==> config.mk <==
export PLATFORM = sky130hd
export DESIGN_NAME = button_gesture_detector_top
export DESIGN_NICKNAME = d
export VERILOG_FILES = /design/src/bgd_pkg.sv /design/src/button_gesture_detector_top.sv /design/src/bgd_timer.sv /design/src/bgd_core.sv
export SDC_FILE = /design/constraint.sdc
export NUM_CORES = 1
export LEC_CHECK = 0
export BUFFER_PORTS_ARGS = -buffer_cell sky130_fd_sc_hd__buf_2
export CORE_MARGIN = 8
export CORE_UTILIZATION = 35
export CTS_CLUSTER_DIAMETER = 60
export CTS_CLUSTER_SIZE = 28
export DETAILED_ROUTE_END_ITERATION = 12
export MAX_ROUTING_LAYER = met4
export SYNTH_ARGS = -nofsm -noshare
export SYNTH_HDL_FRONTEND = slang
export SYNTH_SLANG_ARGS = --single-unit
==> constraint.sdc <==
create_clock -name clk -period 15.2 [get_ports clk]
set_input_delay 0 -clock clk [delete_from_list [all_inputs] [get_ports clk]]
set_output_delay 0 -clock clk [all_outputs]
set_load 0.1 [all_outputs]
==> src/bgd_pkg.sv <==
// Shared definitions for the button gesture detector.
// Holds action, key and gesture codes, register indexes, reset values and structs.
// No dependencies.
package bgd_pkg;

	localparam int TIME_BITS_DEF = 64;
	localparam int NOW_W         = 63;
	localparam int MS_W          = 16;
	localparam int TO_W          = 17;
	localparam int CFG_IDX_W     = 2;

	localparam logic [1:0] ACT_KEY   = 2'd0;
	localparam logic [1:0] ACT_POLL  = 2'd1;
	localparam logic [1:0] ACT_QUERY = 2'd2;

	localparam logic [1:0] KEY_RELEASE = 2'd0;
	localparam logic [1:0] KEY_PRESS   = 2'd1;

	localparam logic [1:0] G_NONE   = 2'd0;
	localparam logic [1:0] G_CLICK  = 2'd1;
	localparam logic [1:0] G_LONG   = 2'd2;
	localparam logic [1:0] G_DOUBLE = 2'd3;

	localparam logic [CFG_IDX_W-1:0] REG_LONG_PRESS    = 2'd0;
	localparam logic [CFG_IDX_W-1:0] REG_DOUBLE_WINDOW = 2'd1;
	localparam logic [CFG_IDX_W-1:0] REG_DOUBLE_EN     = 2'd2;

	localparam logic [MS_W-1:0] LONG_PRESS_RST    = 16'd500;
	localparam logic [MS_W-1:0] DOUBLE_WINDOW_RST = 16'd300;

	// Query answer when nothing is pending: all ones, i.e. -1.
	localparam logic [TO_W-1:0] TO_NONE = 17'h1FFFF;
	localparam logic [MS_W-1:0] TO_SAT  = 16'hFFFF;

	typedef struct packed {
		logic [MS_W-1:0] long_press_ms;
		logic [MS_W-1:0] double_window_ms;
		logic            dbl_click_en;
	} cfg_t;

	// Comparison of the elapsed time since one stored time against a limit.
	typedef struct packed {
		logic            reached;    // elapsed >= limit and not negative
		logic            in_window;  // elapsed <= limit and not negative
		logic [MS_W-1:0] left;       // ms until limit, saturated
	} timer_res_t;

endpackage

==> src/button_gesture_detector_top.sv <==
// A result passes the input register, then the result register, before it is offered.
// Throughput: one item per cycle while the output is not stalled; the state update and
// the result are one registered pass. An input register and an output register part the
// two channels, so the next item is taken while a result waits. Reset clears all flags
// and valids and loads the register defaults 500, 300 and 1; the stored press and
// release times need no reset.
// Top level of the button gesture detector. Depends on bgd_pkg and bgd_core.
module button_gesture_detector_top import bgd_pkg::*; #(
	parameter int TIME_BITS = TIME_BITS_DEF
) (
	input  logic                 clk,
	input  logic                 arst_n,
	input  logic                 cfg_write_en,
	input  logic [CFG_IDX_W-1:0] cfg_index,
	input  logic [MS_W-1:0]      cfg_data,
	input  logic                 in_valid,
	output logic                 in_stall,
	input  logic [1:0]           action,
	input  logic [1:0]           key_value,
	input  logic [NOW_W-1:0]     now_ms,
	output logic                 out_valid,
	input  logic                 out_stall,
	output logic [1:0]           gesture,
	output logic [TO_W-1:0]      timeout_ms
);

	logic                 valid_s1;
	logic [1:0]           action_s1, key_value_s1;
	logic [TIME_BITS-1:0] now_s1;
	logic [TIME_BITS-1:0] now_in;

	logic            in_fire, out_free, advance;
	logic [1:0]      gesture_d;
	logic [TO_W-1:0] timeout_d;
	logic [1:0]      gesture_q;
	logic [TO_W-1:0] timeout_q;
	logic            out_valid_q;

	generate
		if (TIME_BITS > NOW_W) begin : g_wide
			assign now_in = {{(TIME_BITS-NOW_W){1'b0}}, now_ms};
		end else begin : g_narrow
			assign now_in = now_ms[TIME_BITS-1:0];
		end
	endgenerate

	assign out_free = !out_valid_q || !out_stall;
	assign advance  = valid_s1 && out_free;
	assign in_stall = valid_s1 && !out_free;
	assign in_fire  = in_valid && !in_stall;

	always_ff @(posedge clk or negedge arst_n) begin
		if (!arst_n) begin
			valid_s1    <= 1'b0;
			out_valid_q <= 1'b0;
		end else begin
			if (in_fire) begin
				valid_s1 <= 1'b1;
			end else if (advance) begin
				valid_s1 <= 1'b0;
			end
			if (advance) begin
				out_valid_q <= 1'b1;
			end else if (out_valid_q && !out_stall) begin
				out_valid_q <= 1'b0;
			end
		end
	end

	always_ff @(posedge clk) begin
		if (in_fire) begin
			action_s1    <= action;
			key_value_s1 <= key_value;
			now_s1       <= now_in;
		end
		if (advance) begin
			gesture_q <= gesture_d;
			timeout_q <= timeout_d;
		end
	end

	bgd_core #(.TIME_BITS(TIME_BITS)) u_core (
		.clk          (clk),
		.arst_n       (arst_n),
		.cfg_write_en (cfg_write_en),
		.cfg_index    (cfg_index),
		.cfg_data     (cfg_data),
		.fire         (advance),
		.action       (action_s1),
		.key_value    (key_value_s1),
		.now          (now_s1),
		.gesture      (gesture_d),
		.timeout_ms   (timeout_d)
	);

	assign out_valid  = out_valid_q;
	assign gesture    = gesture_q;
	assign timeout_ms = timeout_q;

	a_stall_only_when_full: assert property (@(posedge clk) disable iff (!arst_n)
		in_stall |-> valid_s1)
		else $error("input stalled with an empty input stage");

	a_query_has_no_gesture: assert property (@(posedge clk) disable iff (!arst_n)
		out_valid && timeout_ms != TO_NONE |-> gesture == G_NONE)
		else $error("result carries both a timeout and a gesture");

	a_held_item_kept: assert property (@(posedge clk) disable iff (!arst_n)
		valid_s1 && out_valid && out_stall |=> valid_s1 && out_valid)
		else $error("item dropped while the output was stalled");

	a_result_follows_advance: assert property (@(posedge clk) disable iff (!arst_n)
		advance |=> out_valid)
		else $error("advanced item did not reach the output register");

endmodule

==> src/bgd_timer.sv <==
// Elapsed-time unit: two wrapped subtractions against a stored time and the
// compares against a 16-bit limit. Depends on bgd_pkg.
module bgd_timer import bgd_pkg::*; #(
	parameter int TIME_BITS = TIME_BITS_DEF
) (
	input  logic [TIME_BITS-1:0] now,
	input  logic [TIME_BITS-1:0] stamp,
	input  logic [MS_W-1:0]      limit,
	output timer_res_t           res
);

	logic [TIME_BITS-1:0] diff;
	logic [TIME_BITS-1:0] lag;
	logic                 neg;
	logic                 diff_high;
	logic                 lag_sat;
	logic [MS_W:0]        sum;

	assign diff      = now - stamp;
	assign lag       = stamp - now;
	assign neg       = diff[TIME_BITS-1];
	assign diff_high = |diff[TIME_BITS-1:MS_W];
	assign lag_sat   = (|lag[TIME_BITS-1:MS_W]) || (lag[MS_W-1:0] == TO_SAT);
	assign sum       = {1'b0, limit} + {1'b0, lag[MS_W-1:0]};

	always_comb begin
		res.reached   = !neg && (diff_high || (diff[MS_W-1:0] >= limit));
		res.in_window = !neg && !diff_high && (diff[MS_W-1:0] <= limit);
		if (neg) begin
			// Time ran backwards: the lag adds to the remaining time.
			if (lag_sat || sum[MS_W]) begin
				res.left = TO_SAT;
			end else begin
				res.left = sum[MS_W-1:0];
			end
		end else if (res.reached) begin
			res.left = '0;
		end else begin
			res.left = limit - diff[MS_W-1:0];
		end
	end

endmodule

==> src/bgd_core.sv <==
// Gesture state and decision logic, plus the configuration registers.
// Depends on bgd_pkg and bgd_timer.
module bgd_core import bgd_pkg::*; #(
	parameter int TIME_BITS = TIME_BITS_DEF
) (
	input  logic                 clk,
	input  logic                 arst_n,
	input  logic                 cfg_write_en,
	input  logic [CFG_IDX_W-1:0] cfg_index,
	input  logic [MS_W-1:0]      cfg_data,
	input  logic                 fire,
	input  logic [1:0]           action,
	input  logic [1:0]           key_value,
	input  logic [TIME_BITS-1:0] now,
	output logic [1:0]           gesture,
	output logic [TO_W-1:0]      timeout_ms
);

	cfg_t                 cfg_q;
	logic                 key_down_q, long_done_q, click_pending_q;
	logic [TIME_BITS-1:0] press_time_q, release_time_q;

	logic key_down_d, long_done_d, click_pending_d;
	logic set_press, set_release;

	timer_res_t press_res, rel_res;
	logic [MS_W-1:0] best;
	logic            have;

	bgd_timer #(.TIME_BITS(TIME_BITS)) u_press_timer (
		.now   (now),
		.stamp (press_time_q),
		.limit (cfg_q.long_press_ms),
		.res   (press_res)
	);

	bgd_timer #(.TIME_BITS(TIME_BITS)) u_release_timer (
		.now   (now),
		.stamp (release_time_q),
		.limit (cfg_q.double_window_ms),
		.res   (rel_res)
	);

	always_comb begin
		key_down_d      = key_down_q;
		long_done_d     = long_done_q;
		click_pending_d = click_pending_q;
		set_press       = 1'b0;
		set_release     = 1'b0;
		gesture         = G_NONE;
		timeout_ms      = TO_NONE;
		best            = '0;
		have            = 1'b0;
		unique case (action)
			ACT_KEY: begin
				if (key_value == KEY_PRESS) begin
					if (!key_down_q) begin
						key_down_d  = 1'b1;
						long_done_d = 1'b0;
						set_press   = 1'b1;
					end
				end else if (key_value == KEY_RELEASE && key_down_q) begin
					key_down_d = 1'b0;
					if (!long_done_q && press_res.reached) begin
						long_done_d = 1'b1;
						gesture     = G_LONG;
					end else if (long_done_q) begin
						gesture = G_NONE;
					end else if (!cfg_q.dbl_click_en) begin
						click_pending_d = 1'b0;
						gesture         = G_CLICK;
					end else if (click_pending_q) begin
						if (rel_res.in_window) begin
							click_pending_d = 1'b0;
							gesture         = G_DOUBLE;
						end else begin
							// Late second click: report the old one, start a new wait.
							set_release = 1'b1;
							gesture     = G_CLICK;
						end
					end else begin
						click_pending_d = 1'b1;
						set_release     = 1'b1;
					end
				end
			end
			ACT_POLL: begin
				if (click_pending_q && rel_res.reached) begin
					click_pending_d = 1'b0;
					gesture         = G_CLICK;
				end else if (key_down_q && !long_done_q && press_res.reached) begin
					long_done_d = 1'b1;
					gesture     = G_LONG;
				end
			end
			ACT_QUERY: begin
				if (click_pending_q) begin
					best = rel_res.left;
					have = 1'b1;
				end
				if (key_down_q && !long_done_q) begin
					if (!have || press_res.left < best) begin
						best = press_res.left;
					end
					have = 1'b1;
				end
				if (have) begin
					timeout_ms = {1'b0, best};
				end
			end
			default: begin
				gesture = G_NONE;
			end
		endcase
	end

	always_ff @(posedge clk or negedge arst_n) begin
		if (!arst_n) begin
			cfg_q.long_press_ms    <= LONG_PRESS_RST;
			cfg_q.double_window_ms <= DOUBLE_WINDOW_RST;
			cfg_q.dbl_click_en     <= 1'b1;
		end else if (cfg_write_en) begin
			unique case (cfg_index)
				REG_LONG_PRESS:    cfg_q.long_press_ms    <= cfg_data;
				REG_DOUBLE_WINDOW: cfg_q.double_window_ms <= cfg_data;
				REG_DOUBLE_EN:     cfg_q.dbl_click_en     <= cfg_data[0];
				default: begin
				end
			endcase
		end
	end

	always_ff @(posedge clk or negedge arst_n) begin
		if (!arst_n) begin
			key_down_q      <= 1'b0;
			long_done_q     <= 1'b0;
			click_pending_q <= 1'b0;
		end else if (fire) begin
			key_down_q      <= key_down_d;
			long_done_q     <= long_done_d;
			click_pending_q <= click_pending_d;
		end
	end

	// The stored times are only read while the flag that set them is high.
	always_ff @(posedge clk) begin
		if (fire && set_press) begin
			press_time_q <= now;
		end
		if (fire && set_release) begin
			release_time_q <= now;
		end
	end

endmodule
# Word level (Yosys, flattened, before mapping)
# Index checks and enable logic that the tools add are counted.
classes:
  add_sub_neg: 8
  order_cmp: 4
  eq_ne: 17
  n_mux: 55
  reduce_logical: 50
ops:
  columns: ["op", "n"]
  rows:
  - ["63-bit by 63-bit subtractor with 64-bit output", 4]
  - ["48-bit OR reduction", 4]
  - ["16-bit 2-to-1 mux", 10]
  - ["16-bit by 16-bit adder with 17-bit output", 2]
  - ["16-bit == test (second input constant)", 2]
  - ["16-bit >= comparator", 2]
  - ["1-bit 2-to-1 mux", 32]
  - ["16-bit subtractor", 2]
  - ["2-bit 2-to-1 mux", 9]
  - ["17-bit 2-to-1 mux", 1]
  - ["16-bit <= comparator", 1]
  - ["16-bit < comparator", 1]
  - ["1-bit logical AND", 15]
  - ["7-bit AND reduction", 2]
  - ["1-bit zero test", 9]
  - ["1-bit logical OR", 8]
  - ["2-bit inequality test (second input constant)", 4]
  - ["2-bit AND reduction", 4]
  - ["2-bit nonzero test", 4]
  - ["2-bit by 1-bit == test with 1-bit output (second input constant)", 3]
  - ["2-bit zero test", 3]
  - ["2-bit by 1-bit inequality test with 1-bit output (second input constant)", 3]
  - ["3-bit by 1-bit inequality test with 1-bit output (second input constant)", 2]
  - ["2-bit == test (second input constant)", 2]
  - ["other kinds (4)", 5]
totals:
  regBits: 250
  out_inout_bits: 21
  word_cells: 150

# Depth between registers and ports, before layout
# Gate-level depths: netlist (run 1).
logic_depth:
  word_depth: 14
  ltp_mapped: 40

# Modules after synthesis
# A second synthesis (run 1) with hierarchy kept.
hier_totals:
  hier_cells: 3671
  area_unflattened_um2: 29821.1
modules_own_cells:
  columns: ["module", "instances", "cells_each", "area_each_um2", "seq_area_each_um2"]
  rows:
  - ["bgd_timer at u_core.u_press_timer", 1, 1659, 10623.9, 0.0]
  - ["bgd_timer at u_core.u_release_timer", 1, 1587, 10412.5, 0.0]
  - ["bgd_core", 1, 330, 6105.9, 4758.3]
  - ["button_gesture_detector_top", 1, 95, 2678.8, 2632.5]

# Worst setup path before layout (run 1)
# OpenSTA, ideal clock, no wires.
synth_path:
  path_type: "register to register"
  from: "reg now_s1[0]"
  to: "reg u_core.release_time_q[0], enable pin"
  arrival_time_ns: 9.072
  t_required_ns: 14.637
  path_slack_ns: 5.565
  path_stages_with_launch: 25
  period_less_slack_ns: 9.635
  path_cell_list: "edfxtp_1 > inv_1 > ha_1 > inv_1 > fa_1 > a41oi_1 > o22ai_1 > a21o_1 > a21oi_1 > xor2_1 > ha_1 > nand4_1 > nor4_1 > nor4_1 > o211ai_1 > or4_1 > nor4_1 > and4_1 > o2111ai_1 > nor4_1 > nand4_1 > nor4b_1 > clkbuf_1 > nor3_1 > nor3_1"
synth_via:
  elab_chain_cells: 14
  elab_cells_between_ends: 23
  classes_between: "add/sub (2); order compare (2); mux (8); reduce/logical (11)"
synth_rtl:
  columns: ["element", "line_no", "source"]
  rows:
  - ["start: declaration", "button_gesture_detector_top.sv:29", "logic [TIME_BITS-1:0] now_s1;"]
  - ["start signal: assignment", "button_gesture_detector_top.sv:74", "now_s1 <= now_in;"]
  - ["parallel branches: the longest is 9 deep, another holds 63-bit by 63-bit subtractor with 64-bit output", null, null]
  - ["1-bit 2-to-1 mux *", "bgd_core.sv:64", "if (!long_done_q && press_res.reached) begin"]
  - ["1-bit 2-to-1 mux *", "bgd_core.sv:62", "end else if (key_value == KEY_RELEASE && key_down_q) begin"]
  - ["1-bit 2-to-1 mux *", "bgd_core.sv:56", "if (key_value == KEY_PRESS) begin"]
  - ["1-bit 2-to-1 mux *", "bgd_core.sv:54", "unique case (action)"]
  - ["1-bit logical AND *", "bgd_core.sv:150", "if (fire && set_release) begin"]
  - ["end signal: assignment", "bgd_core.sv:151", "release_time_q <= now;"]
  - ["end: declaration", "bgd_core.sv:21", "logic [TIME_BITS-1:0] press_time_q, release_time_q;"]
# Mark *: on every way between the ends.
# A chain may end at the register's enable or synchronous reset.

# Final worst setup path (run 1)
layout_path:
  from: "reg now_s1[1]"
  to: "reg timeout_q[13], in the netlist timeout_ms[13], data pin"
layout_via:
  elab_chain_cells: 12
  elab_cells_between_ends: 38
  classes_between: "add/sub (8); order compare (3); eq/ne (2); mux (10); reduce/logical (15)"
layout_rtl:
  columns: ["element", "line_no", "source"]
  rows:
  - ["63-bit by 63-bit subtractor with 64-bit output, on equally long branches", "bgd_timer.sv:19, bgd_timer.sv:20", null]
  - ["16-bit >= comparator (tied with other cells)", "bgd_timer.sv:27", "res.reached = !neg && (diff_high || (diff[MS_W-1:0] >= limit));"]
  - ["1-bit logical OR, on equally long branches", "bgd_timer.sv:27, bgd_timer.sv:23", null]
  - ["1-bit logical AND / 1-bit logical OR (equally long branches)", "bgd_timer.sv:27, bgd_timer.sv:31", null]
  - ["16-bit 2-to-1 mux, on equally long branches", "bgd_timer.sv:36, bgd_timer.sv:31", null]
  - ["16-bit 2-to-1 mux", "bgd_timer.sv:29", "if (neg) begin"]
  - ["16-bit 2-to-1 mux", "bgd_core.sv:97", "if (click_pending_q) begin"]
  - ["16-bit 2-to-1 mux", "bgd_core.sv:54", null]
  - ["16-bit < comparator", "bgd_core.sv:102", "if (!have || press_res.left < best) begin"]
  - ["1-bit logical OR", "bgd_core.sv:102", null]
  - ["16-bit 2-to-1 mux", "bgd_core.sv:102", null]
  - ["16-bit 2-to-1 mux *", "bgd_core.sv:101", "if (key_down_q && !long_done_q) begin"]
  - ["end signal: assignment", "button_gesture_detector_top.sv:78", "timeout_q <= timeout_d;"]
  - ["end: declaration", "button_gesture_detector_top.sv:36", "logic [TO_W-1:0] timeout_q;"]
# Mark *: on every way between the ends. The rest lies on a longest branch, timed or not. The select of a mux whose other input is x is not followed.

==> impl_metrics.toml, run 1 <==
[outcome]
run_status = "completed"

[power]
power.share.switching_pct = 43.9
totalPowerFinal_mw = 2.65
clockPowerShare_pct = 22.7
power.ir.vdd_worst_v = 0.000129
power_report.internal_total_mw = 1.49
cellLeakagePower_nw = 13.5
cellPowerDensity_nw_per_um2 = 76.4
power.sequential.fraction_pct = 31.7
p_comb_share_pct = 45.6
p_sw_mw = 1.16

[drt]
drt_wl_total_mm = 156
drc = 0
dr.pass1.iters = 8
wl_per_cell_um = 29.6
first_iter_violations = 4071
route.antenna.remaining_nets = 0
dr_total_vias = 33500
drt-vias-per-instance = 6.37

[floorplanning]
ioPinCount = 111
total_die_area_sq_um = 99000
placement_rows = 109
floorplan.initialDensity_pct = 35.3
fp.dieH_um = 315
dieWidth_um = 315
core_sq_um = 88400

[synth]
synthTopCellsByCount = "a21oi_1, nand2_1, ha_1"
asyncSetResetFlopFracSynth_pct = 15.2
synthTopCellsByArea = "edfxtp_1, ha_1, a21oi_1"
netlist.top_cell.by_area = "edfxtp_1"
dominant_synthesized_flop_cell = "edfxtp_1"
sequential_share_of_the_synthesized_area_pct = 23.5
synthDominantCellAreaShare_pct = 20.4
dominant_cell_by_count_in_the_synthesized_netlist = "a21oi_1"
synth_edf_count = 212
synth-warning-count = 0
net_count_after_synthesis = 4405
netlist_area_sq_um = 31200
avgSynthCellArea_sq_um = 7.85
synth-seq-cells = 250
netlist-cell-type-count = 96
synthCells = 3976

[cts]
cts_inserted_buffers = 21
cts_tree = "built"
cells_resized_by_post_cts_repair = 0
cts.sinks = 250
htreeDepth = 1
clkTransAtPathRegs_ns = 0.09
cts_root_buf = "clkbuf_16"
clock_insertion_delay_worst_skew_ns = 0.57
clock_buffer_depth = 3

[placement]
port-buffer-count = 110
place.gp.congestion = 1.04
pre_cts_slack_ns = 5.43
dp.final_hpwl_mm = 131

[critical_path]
critical_path_required_ns = 15.51
path_class = "flip-flop to flip-flop"
worst-path-stages = 33
worst_setup_path_end_kind = "flip-flop"
max_stage_delay_ns = 0.85
cp.arrival_ns = 10.35
critical_path.max_fanout = 16
cp_top_family = "simple AND/OR/NAND/NOR gates"
timing.critical_path.buf_inv = 2
startpoint_type = "flip-flop"
crit_slowest_cell = "nor3_2"
rr_worst_depth = 33

[global_route]
globalRoute.totalOverflow = 0
global_route.usage.total_pct = 30.8
global_route_wire_length_before_repair_mm = 223
grt_antenna_before_repair = 8
first_global_vias = 31600
grt_max_degree = 65

[timing]
post-route-period-util_pct = 66.0
slack_of_the_critical_path_ns = 5.17
finalSetupViolCount = 0
hold_viol = 0
worst-slew-pin-transition_ns = 1.37
post-route-min-period_ns = 10.03
rsz0062_at_grt = "no"
slew_viol_final = 0
finalSetupTns_ns = 0
skew_ns = 0.0489
maxSlewHeadroom_pct = 7.56
maxClockFrequency_ghz = 0.0997

[job]
cap_viol_max_count = 0

[layout]
layout.nets = 4510
filler_cell_count = 9319
drive_above_1_share_pct = 7.25
area_delta_synth_final_pct = 10.8

[hold_path]
min-delay-path-class = "input port to async pin"
[stage by stage]
| stage | hold slack (ns) | cells | utilization, % | cell area [sq um] |
|---|---|---|---|---|
| after global placement | 0.164 | 5129 | 37.2 | 32900 |
| final | 0.103 | 5264 | 39.2 | 34600 |
| after floorplan | -0.296 | 3976 | - | 31200 |
| after detailed placement | 0.177 | 5129 | 37.2 | 32900 |
| after CTS | 0.109 | 5261 | 39.2 | 34600 |
| after global routing | 0.136 | 5264 | 39.2 | 34600 |
[sequential cells by signal, indices dropped and copies added (netlist names), 2 cells and up]
register,cells
action_s1,2
gesture,2
key_value_s1,2
now_s1,63
timeout_ms,17
u_core.cfg_q,33
u_core.press_time_q,63
u_core.release_time_q,63
[layout by cell type, fill, tap and decap left out, drive strengths merged, types with 55 or more instances in the layout]
master,instances
a21o,86
a21oi,459
a31oi,55
buf,146
dlygate4sd3,94
edfxtp,212
ha,331
inv,302
nand2,335
nand3,72
nand4,145
nor2,322
nor3,105
o21a,66
o21ai,279
xnor2,137
xor2,65
[power by group through the flow]
stage / Sequential [mW] / Clock [mW] / Combinational, mW
6_report: 0.838 / 0.600 / 1.21
4_1_cts: 0.838 / 0.611 / 1.17
3_3_place_gp: 0.852 / 0 / 1.16
3_5_place_dp: 0.852 / 0 / 1.15
5_1_grt: 0.843 / 0.639 / 1.28
2_1_floorplan: 0.843 / 0 / 0.759
[area by class of cell]
class	instances	area, sq um	share of cell area (%)
Multi-Input combinational cell	3277	22200	64.1
Antenna cell	3	7.51	0.0217
Clock buffer	22	529	1.53
Tap cell	1165	1460	4.21
Inverter	291	1090	3.16
Sequential cell	250	7330	21.2
Clock inverter	16	236	0.683
Timing Repair Buffer	240	1760	5.09
[cell families after synthesis]
kind of cell               Yosys count  share of synthesized area, %
adders and majority gates          339                          13.8
xor gates and xnor gates           202                          5.67
buffers and inverters              449                          5.59
and+or+nand+nor                   1280                          20.6
DFF                                250                          23.5
AOI/OAI and AO/OA                 1394                          28.7
muxes                               62                          2.15
[path summary, 6_finish.rpt]
kind	startpoint	end	slack, ns
worst min register to register	now_s1[23]	u_core.release_time_q[23]	0.51
max in group asynchronous	arst_n	u_core.cfg_q[10]	14.51
worst min-delay path	arst_n	out_valid	0.10
worst max register to register	now_s1[1]	timeout_ms[13]	5.17
min in group clk	now_ms[46]	now_s1[46]	0.15
worst max-delay path	now_s1[1]	timeout_ms[13]	5.17
[timing repair]
item / CTS / global route
hold buffers: 94 / 0
hold endpoints to repair: 137 / 0
setup buffers: 0 / 0
[per-layer routing]
layer / routed length, um / up-vias / GRT usage [%]
met1: 67300 / 16500 / 40.6
met3: 12000 / 256 / 4.03
li1: - / 15100 / -
met4: 5890 / 0 / 9.21
met2: 70800 / 1679 / 49.1
met5: 0 / - / -
Power figures use the tool's default switching activity.
==> inputs of run 2 (changes only) <==
- clock period: 15.2 -> 9.4 ns (I/O delays scaled with it)
==> run 2 against run 1 <==
Effect of this change:
- register-to-register slack got worse by 4.7 ns
- die area unchanged
- clock-buffer cell count increased by 2
- design area increased by 2.5%
- first-iteration DRC count increased by 0.88%
- combinational power increased by 69%
- critical endpoint unchanged
- largest cell class unchanged
==> impl_metrics.toml, run 2 (synthesis gave the netlist of run 1 again) <==
[outcome]
run_status = "completed"

[cts]
cts_inserted_buffers = 22
clkTransAtPathRegs_ns = 0.08
cts_tree = "built"
clock_buffer_depth = 3
cts_root_buf = "clkbuf_16"
htreeDepth = 1
clock_insertion_delay_worst_skew_ns = 0.56
cts.sinks = 250

[drt]
met1_routed_length_mm = 67.4
wl_per_cell_um = 29.8
dr_total_vias = 33900
route.antenna.remaining_nets = 0
drt_wl_total_mm = 160
drt-vias-per-instance = 6.31
first_iter_violations = 4107
wl_met3_mm = 14.6
met2_length_mm = 70.3
dr.pass1.iters = 9
drc = 0
maxUsedRoutingLayer = "met4"

[critical_path]
worst_setup_path_end_kind = "flip-flop"
worstSetupStartpoint = "now_s1[2]"
rr_worst_depth = 35
critical_path_required_ns = 9.71
critical_path.endpoint = "timeout_ms[13]"
timing.critical_path.buf_inv = 3
worst_r2r_endpoint = "timeout_ms[13]"
crit_slowest_cell = "or4_1"
cp.arrival_ns = 9.27
critical_path.max_fanout = 12
reg_to_reg_startpoint = "now_s1[2]"
path_class = "flip-flop to flip-flop"
cell_seen_most_often_among_critical_path_stages = "a21oi_1"
startpoint_type = "flip-flop"
cp_top_family = "simple AND/OR/NAND/NOR gates"
max_stage_delay_ns = 0.52
worst-path-stages = 35
regToRegSetupSlack_ns = 0.44

[floorplanning]
dieWidth_um = 315
core_sq_um = 88400
floorplan.initialDensity_pct = 35.3
total_die_area_sq_um = 99000
placement_rows = 109
ioPinCount = 111
fp.dieH_um = 315

[global_route]
globalRoute.totalOverflow = 0
grt_antenna_before_repair = 3
global_route.usage.total_pct = 31.5
first_global_vias = 32100
global_route_wire_length_before_repair_mm = 227
grt_max_degree = 65

[power]
power.sequential.fraction_pct = 31.0
clockPowerShare_pct = 22.7
p_comb_share_pct = 46.3
power_report.internal_total_mw = 2.46
p_sw_mw = 1.94
totalPowerFinal_mw = 4.40
power.ir.vdd_worst_v = 0.000186
cellPowerDensity_nw_per_um2 = 124
cellLeakagePower_nw = 14.0
power.share.switching_pct = 44.0

[timing]
finalHoldWorstSlack_ns = 0.107
slew_viol_final = 0
post-route-min-period_ns = 8.96
hold_viol = 0
post-route-period-util_pct = 95.3
worst-slew-pin-transition_ns = 1.33
rsz0062_at_grt = "no"
maxClockFrequency_ghz = 0.112
finalSetupViolCount = 0
maxSlewHeadroom_pct = 10.3
finalSetupTns_ns = 0
skew_ns = 0.0236

[layout]
largestRegisters = "now_s1 (63), u_core.press_time_q (63), u_core.release_time_q (63)"
filler_cell_count = 9159
most_used_cells_in_the_layout_excluding_fill_and_tap_cells = "a21oi_1, nand2_1, ha_1, nor2_1, inv_1"
mostFrequentLayoutCell = "a21oi_1"
area_delta_synth_final_pct = 13.5
drive_above_1_share_pct = 9.58
layout.nets = 4610

[job]
cap_viol_max_count = 0

[hold_path]
min-delay-path-class = "input port to async pin"

[placement]
place.gp.congestion = 1.06
port-buffer-count = 110
dp.final_hpwl_mm = 135
## run 2: cell types whose count changed in the layout (fill, tap and decap cells not counted), sizes merged
cell	delta
buf	+99
clkbuf	+2
clkinv	+1
clkinvlp	+1
inv	-2
## run 2: how the worst min path moves through the flow
| stage | startpoint | to | slack (ns) | cells past startpoint |
|---|---|---|---|---|
| floorplan | arst_n | out_valid | -0.30 | 0 |
| global placement | arst_n | u_core.cfg_q[30] | 0.16 | 1 |
| detailed placement | arst_n | u_core.cfg_q[29] | 0.17 | 1 |
| CTS | arst_n | out_valid | 0.11 | 2 |
| global route | now_ms[59] | now_s1[59] | 0.13 | 2 |
| finish | arst_n | out_valid | 0.11 | 2 |
## run 2: repair_timing
item | CTS | global route
hold endpoints to repair | 134 | 0
hold buffers | 94 | 0
gates resized for setup | 0 | 6
buffers inserted | 0 | 3
setup endpoints to repair | 0 | 15
## run 2: cell type report
cell class / instances / area, sq um / area share [%]
clock inverter: 16 / 221 / 0.625
inverter: 291 / 1090 / 3.08
timing repair buffer: 339 / 2530 / 7.14
tap: 1165 / 1460 / 4.11
clock buffer: 24 / 579 / 1.63
sequential: 250 / 7330 / 20.7
multi-input combinational: 3277 / 22200 / 62.7
antenna: 3 / 7.51 / 0.0212
## run 2: power by group through the flow
stage	Combinational, mW	Clock (mW)	Sequential, mW
after global placement	1.95	0	1.39
after detailed placement	1.93	0	1.38
after global routing	2.15	1.06	1.37
after CTS	1.97	1.02	1.36
after floorplan	1.23	0	1.36
final	2.04	0.997	1.36
## run 2: metal layers
metal	GRT usage (%)	up-vias
li1	-	15300
met1	40.3	16500
met2	48.8	1747
met3	6.97	293
met4	11.4	0
met5	-	-
## run 2: stage by stage
stage	std cells	utilization [%]	worst slack, ns	area (sq um)
after floorplan	3976	-	1.65	31200
after global placement	5225	38.1	0.717	33700
after detailed placement	5225	38.1	0.413	33700
after CTS	5359	40.0	0.412	35400
after global routing	5363	40.1	0.0142	35500
final	5365	40.1	0.440	35500
